**src/rtl/core/skt_pkg.sv**
```systemverilog
// types and constants of the sorted key table
package skt_pkg;

   localparam int OP_W      = 2;
   localparam int KEY_W     = 64;
   localparam int PAYLOAD_W = 32;
   localparam int STATUS_W  = 2;
   localparam int IDX_W     = 8;

   localparam logic [OP_W-1:0] OP_INSERT = 2'd0;
   localparam logic [OP_W-1:0] OP_LOOKUP = 2'd1;
   localparam logic [OP_W-1:0] OP_DELETE = 2'd2;

   localparam logic [STATUS_W-1:0] ST_OK        = 2'd0;
   localparam logic [STATUS_W-1:0] ST_NOT_FOUND = 2'd1;
   localparam logic [STATUS_W-1:0] ST_FULL      = 2'd2;

   typedef enum logic [3:0] {
      S_IDLE   = 4'b0001,
      S_CMP    = 4'b0010,
      S_SEARCH = 4'b0100,
      S_RESULT = 4'b1000
   } state_type;

   // shift command broadcast to every cell
   typedef struct packed {
      logic ins;
      logic del;
   } cell_cmd_type;

   // compare result of one cell against the request key
   typedef struct packed {
      logic lt;
      logic eq;
   } cell_flags_type;

endpackage

```
**src/rtl/core/skt_cell.sv**
```systemverilog
// one table entry: holds key and payload, compares and shifts with its neighbours
module skt_cell
   import skt_pkg::*;
#(
   parameter int CELL_IDX = 0,
   parameter int AW       = 7,
   parameter int KW       = 64
) (
   input  logic                 clock,
   input  logic                 reset,
   input  cell_cmd_type         cmd,
   input  logic [AW-1:0]        pos,
   input  logic [KW-1:0]        new_key,
   input  logic [PAYLOAD_W-1:0] new_payload,
   input  logic [KW-1:0]        left_key,
   input  logic [PAYLOAD_W-1:0] left_payload,
   input  logic [KW-1:0]        right_key,
   input  logic [PAYLOAD_W-1:0] right_payload,
   output logic [KW-1:0]        key_out,
   output logic [PAYLOAD_W-1:0] payload_out,
   output cell_flags_type       flags
);

   localparam logic [AW-1:0] MY_IDX = AW'(CELL_IDX);

   logic [KW-1:0]        key_ff, key_in;
   logic [PAYLOAD_W-1:0] payload_ff, payload_in;
   cell_flags_type       flags_ff, flags_in;

   always_comb begin
      key_in     = key_ff;
      payload_in = payload_ff;
      if (cmd.ins && (MY_IDX == pos)) begin
         key_in     = new_key;
         payload_in = new_payload;
      end else if (cmd.ins && (MY_IDX > pos)) begin
         key_in     = left_key;
         payload_in = left_payload;
      end else if (cmd.del && (MY_IDX >= pos)) begin
         key_in     = right_key;
         payload_in = right_payload;
      end
      flags_in.lt = key_ff < new_key;
      flags_in.eq = key_ff == new_key;
   end

   always_ff @(posedge clock) begin
      key_ff     <= key_in;
      payload_ff <= payload_in;
   end

   always_ff @(posedge clock) begin
      if (reset) begin
         flags_ff <= '0;
      end else begin
         flags_ff <= flags_in;
      end
   end

   assign key_out     = key_ff;
   assign payload_out = payload_ff;
   assign flags       = flags_ff;

endmodule

```
**config.mk**
```make
export PLATFORM = sky130hd
export DESIGN_NAME = skt_cell
export DESIGN_NICKNAME = d
export VERILOG_FILES = /design/src/rtl/core/skt_pkg.sv /design/src/rtl/core/skt_cell.sv
export SDC_FILE = /design/constraint.sdc
export NUM_CORES = 1
export LEC_CHECK = 0
export ABC_AREA = 0
export ABC_CLOCK_PERIOD_IN_PS = 6800
export BUFFER_PORTS_ARGS = -buffer_cell sky130_fd_sc_hd__buf_2
export CAP_MARGIN = 20
export CORE_AREA = 3 3 153 155
export CTS_CLUSTER_SIZE = 25
export DETAILED_ROUTE_END_ITERATION = 8
export DIE_AREA = 0 0 156 158
export PLACE_DENSITY = 0.57
export SYNTH_ARGS = -nofsm -noshare
export SYNTH_HDL_FRONTEND = slang
export SYNTH_SLANG_ARGS = --single-unit
```
**constraint.sdc**
```tcl
create_clock -name clock -period 6.8 [get_ports clock]
set_input_delay 2.04 -clock clock [delete_from_list [all_inputs] [get_ports clock]]
set_output_delay 2.04 -clock clock [all_outputs]
set_load 0.02 [all_outputs]
```
**Word level (Yosys, flattened, before mapping)**

Cells that the tools add are included.

- Flip-flop bits (word level): 98
- Output and inout bits: 98
- Logic and storage cells: 19

- $lt $le $gt $ge: 3
- Equality and inequality tests: 1
- Mux-type cells: 6
- Reductions and logical operators: 5

Operator list:

| operator | count |
|---|---|
| 2-to-1 mux 64 bit | 3 |
| 2-to-1 mux 32 bit | 3 |
| == test 64 bit | 1 |
| < comparator 64 bit | 1 |
| greater-or-equal comparator 1 x 7 -> 1 bit (first input constant) | 1 |
| > comparator 1 x 7 -> 1 bit (first input constant) | 1 |
| zero test 7 bit | 1 |
| logical AND 1 bit | 3 |
| nonzero test 3 bit | 1 |

**Longest topological paths before layout**

- Depth after elaboration: 5
- Depth in mapped cells: 8
- Depth with buffers taken out: 8

**Worst setup path after synthesis**

OpenSTA, ideal clock, no wires.

- Path type: input to register
- Start: input port pos[2]
- End: register key_ff[0] (netlist: key_out[0]) (enable)
- Library setup time: 462 ps
- Arrival: 4,975 ps
- Setup slack: 1,363 ps
- Cell stages on the path: 3
- Buffers on the path: 0
- Cell sequence: or4_4 -> nor4_4 -> o21a_1

- Cells in the longest elaborated chain, start to end: 3
- Elaborated cells between the ends (all ways): 7
- Classes of those cells: order compare (2); reduce/logical (5)

Ends and longest elaborated chain:

| what | line | RTL |
|---|---|---|
| start: declaration | skt_cell.sv:12 | `input logic [AW-1:0] pos,` |
| > comparator 1 x 7 -> 1 bit, or another cell as far along | skt_cell.sv:36 | `end else if (cmd.ins && (MY_IDX > pos)) begin` |
| logical AND 1 bit (on tied branches) | skt_cell.sv:36, skt_cell.sv:33, skt_cell.sv:39 |  |
| nonzero test 3 bit (no line) * | -- |  |
| end signal: assignment | skt_cell.sv:48 | `key_ff <= key_in;` |
| end: declaration | skt_cell.sv:26 | `logic [KW-1:0] key_ff, key_in;` |

Mark *: on every way between the ends. The rest lies on a longest branch, timed or not.
A chain may end at the register's enable or synchronous reset.

**Worst setup path in the final report**

- Start: input port pos[2]
- End: register payload_ff[28] (netlist: payload_out[28]) (data pin)

- Cells in the longest elaborated chain, start to end: 4
- Elaborated cells between the ends (all ways): 6
- Classes of those cells: order compare (1); mux (2); reduce/logical (3)

Ends and longest elaborated chain:

| what | line | RTL |
|---|---|---|
| > comparator 1 x 7 -> 1 bit | skt_cell.sv:36 |  |
| logical AND 1 bit | skt_cell.sv:36 |  |
| 2-to-1 mux 32 bit | skt_cell.sv:36 |  |
| 2-to-1 mux 32 bit * | skt_cell.sv:33 | `if (cmd.ins && (MY_IDX == pos)) begin` |
| net payload_in[28] | skt_cell.sv:27 | `logic [PAYLOAD_W-1:0] payload_ff, payload_in;` |
| end signal: assignment | skt_cell.sv:49 | `payload_ff <= payload_in;` |
| end: declaration | skt_cell.sv:27 |  |

The timed path passes the listed nets; every way through them passes the cells marked *.

==> key figures <==
Status
  • Outcome: finished, final reports clean

Power
  • Leakage component of the power: 3.93 nW
  • Power Dens Cells: 175 nW/µm²
  • Pwr Total: 1.37 mW
  • VDD IR-drop max: 0.0934 mV

Timing
  • Peak Freq: 230 MHz
  • # setup viols final: 0
  • Worst Setup Slack, final: 2.45 ns
  • Setup repair after global routing missed its margin: false
  • Slew HR: 45.3%
  • Clock Skews: 0.0119 ns
  • Final Max Tran Viols: 0
  • Slew at the pin closest to its max-slew limit: 0.821 ns
  • Minimum clock period: 4.35 ns
  • Hold violation total from the final report: 0
  • Final TNS setup: 0 ns
  • Period utilisation layout: 63.9%

Logic synthesis
  • Post-synth design cell area: 5740 µm²
  • Cells after synthesis: 506
  • Seq/Total Area, Yosys: 50.9%
  • Netlist cell types: 30
  • Top-area cell type share of the netlist area: 50.2%
  • Fraction of synthesis flops using an asynchronous set or reset pin: 0%
  • Most instantiated library cell after synthesis: sky130_fd_sc_hd__edfxtp_1
  • Cell types with the largest area share after synthesis: sky130_fd_sc_hd__edfxtp_1 50%, sky130_fd_sc_hd__ha_1 14%, sky130_fd_sc_hd__mux2_4 8.6%
  • Post-synthesis average cell area: 11.3 µm²
  • Number of synthesized flops with an enable pin: 96
  • Register bit count reported by yosys: 98
  • Cell type contributing the most total cell area after synthesis: sky130_fd_sc_hd__edfxtp_1
  • Count of yosys warnings during synthesis: 0
  • Most frequent cells after synthesis: 96 x sky130_fd_sc_hd__edfxtp_1, 79 x sky130_fd_sc_hd__nand2_1, 67 x sky130_fd_sc_hd__inv_1
  • Dominant synthesized flop cell: sky130_fd_sc_hd__edfxtp_1
  • Post-Syn Nets: 869

Floorplan
  • Ports placed on the boundary: 397
  • Vertical extent of the die: 158 µm
  • Number of standard-cell rows in the floorplan: 54
  • Die outline width: 156 µm
  • Placeable core area: 22000 µm²
  • Die outline area: 24600 µm²
  • Initial core utilization: 26.1%

GRT
  • Vias in the first global route: 4894
  • Number of antenna violations at the first check in global routing: 3
  • Wire length of the first global-routing pass: 25.8 mm
  • Total routing resource utilization after global routing: 13.6%
  • Largest net degree at the start of global routing: 82
  • Grt total ovfl: 0

Place
  • Final GP Congestion: 0.784
  • Buffers on Ports: 300
  • Post-place instance area: 7510 µm²
  • Worst slack after detailed placement: 2.12 ns
  • Detailed placement HPWL: 14.0 mm

Drt
  • Residual DRC count: 0
  • Total wire length after detailed routing: 17.3 mm
  • Average via count per standard cell: 4.42
  • Length of the first detailed-routing pass in iterations: 4
  • Average wire per standard cell: 15.9 µm
  • Post-route ant nets: 0
  • Count of routing violations after the opening detailed-route iteration: 216
  • Vias: 4820

Clocking
  • # resized after CTS: 0
  • Number of buffers inserted for hold repair after clock tree synthesis: 0
  • Post-CTS Setup Bufs: 0
  • Depth of the CTS H-tree: 3
  • Clock-pin slew on the worst setup and hold paths: 0.08 ns
  • Clock tree from TritonCTS: built
  • CTS root buffer: sky130_fd_sc_hd__clkbuf_16
  • Clock Sinks: 98
  • Buffers from clock root to sink, at most: 2
  • CTS buffer count: 9
  • Clock latency on the worst-skew pair: 0.35 ns

Run
  • Max-cap check violation count: 0

Setup path
  • Highest cell delay on the worst timing path: 0.54 ns
  • Cell chain of the critical path: buf_2 > or4_4 > nor4_4 > nand2_8 > buf_4 > mux2_4
  • Critical setup path kind: in -> reg
  • Worst path slowest cell: sky130_fd_sc_hd__or4_4
  • Crit path buf inv count: 2
  • Largest delay contributor family on the critical path: simple AND/OR/NAND/NOR gates
  • Critical Path Fanout Max: 81
  • WP data required: 6.91 ns
  • CP Data Arrival Time: 4.46 ns
  • Critical path launch point type: input port
  • Worst Setup End Kind: register

Finish
  • Fin area: 7810 µm²
  • Synthesis-to-finish area growth: 36.1%
  • Number of nets in the layout: 1167
  • Fraction of layout instances using a drive strength above 1: 44.0%

Worst hold path
  • Class of the worst hold path: reg -> reg
## cell type report
type	count	area, µm²
multi-input cells	324	2450
fillers	2266	14100
clock inverters	7	76.3
repair buffers	304	1530
inverters	67	251
well taps	280	350
diodes	1	2.50
flip-flops and latches	98	2920
clock buffers	9	225
## registers in the layout, summed over array words and instances (netlist names)
| register | cells |
|---|---|
| payload_out | 32 |
| flags | 2 |
| key_out | 64 |
## per-layer routing
metal  share of wire (%)  global-route usage [%]  vias to the layer above  wire, µm
met5                0.12                       0                        -        21
met4                 1.3                    4.08                        4       224
met3                 9.1                    4.40                       17      1580
met2                  48                    22.9                      208      8260
met1                  42                    16.6                     2164      7220
li1                    -                       -                     2427         -
## worst min-delay path, delay by kind of cell, from the launching register on
family	cells	cell delay, ns
AO/OA/AOI/OAI	2	0.13
AND/OR/NAND/NOR	1	0.09
adder cells (fa/ha/maj)	1	0.15
flip-flops	1	0.36
## layout by cell type, fill, tap and decap left out, drive strengths merged, types with 2 or more instances in the layout
cell,netlist,layout
inv,67,70
a211oi,2,2
a21o,7,7
nor3,3,3
nor2,3,3
nand3,6,6
buf,16,304
mux2,33,33
nor4,5,5
edfxtp,96,96
a221oi,3,3
o21ai,69,69
clkinv,0,3
ha,64,64
a2111oi,2,2
clkbuf,1,9
a21oi,26,26
dfxtp,2,2
nand2,80,80
nand4,14,14
o21a,2,2
## path summary, 6_finish.rpt
kind	slack, ns	to	cells after the start	from
worst max-delay path	2.45	payload_out[28]	6	pos[2]
worst max register to register	4.17	flags[1]	6	key_out[46]
worst min-delay path	0.78	flags[1]	4	key_out[47]
worst min register to register	0.78	flags[1]	4	key_out[47]
## stage by stage
step	cells	util, %	hold slack [ns]
final	1090	35.6	0.783
after global routing	1090	35.6	0.869
after CTS	1089	35.6	0.815
after detailed placement	1073	34.2	0.796
after global placement	1073	34.2	0.799
after floorplan	506	-	0.824
## cells by family (layout without fill, tap and decap cells)
| family | Yosys count | after routing | synth area share, % |
|---|---|---|---|
| buffers and inverters | 84 | 387 | 6.76 |
| AND/OR/NAND/NOR | 113 | 113 | 8.89 |
| multiplexers | 33 | 33 | 8.63 |
| adder cells (fa/ha/maj) | 64 | 64 | 13.9 |
| AO/OA/AOI/OAI | 114 | 114 | 10.9 |
| other | 0 | 1 | 0 |
| flip-flops | 98 | 98 | 50.9 |
## power breakdown
group          total [mW]  switching, mW  internal, mW
Sequential          0.667        0.00146         0.666
Combinational       0.159         0.0737        0.0857
Clock               0.539          0.249         0.290
Total                1.37          0.324          1.04
Power figures use the tool's default switching activity.
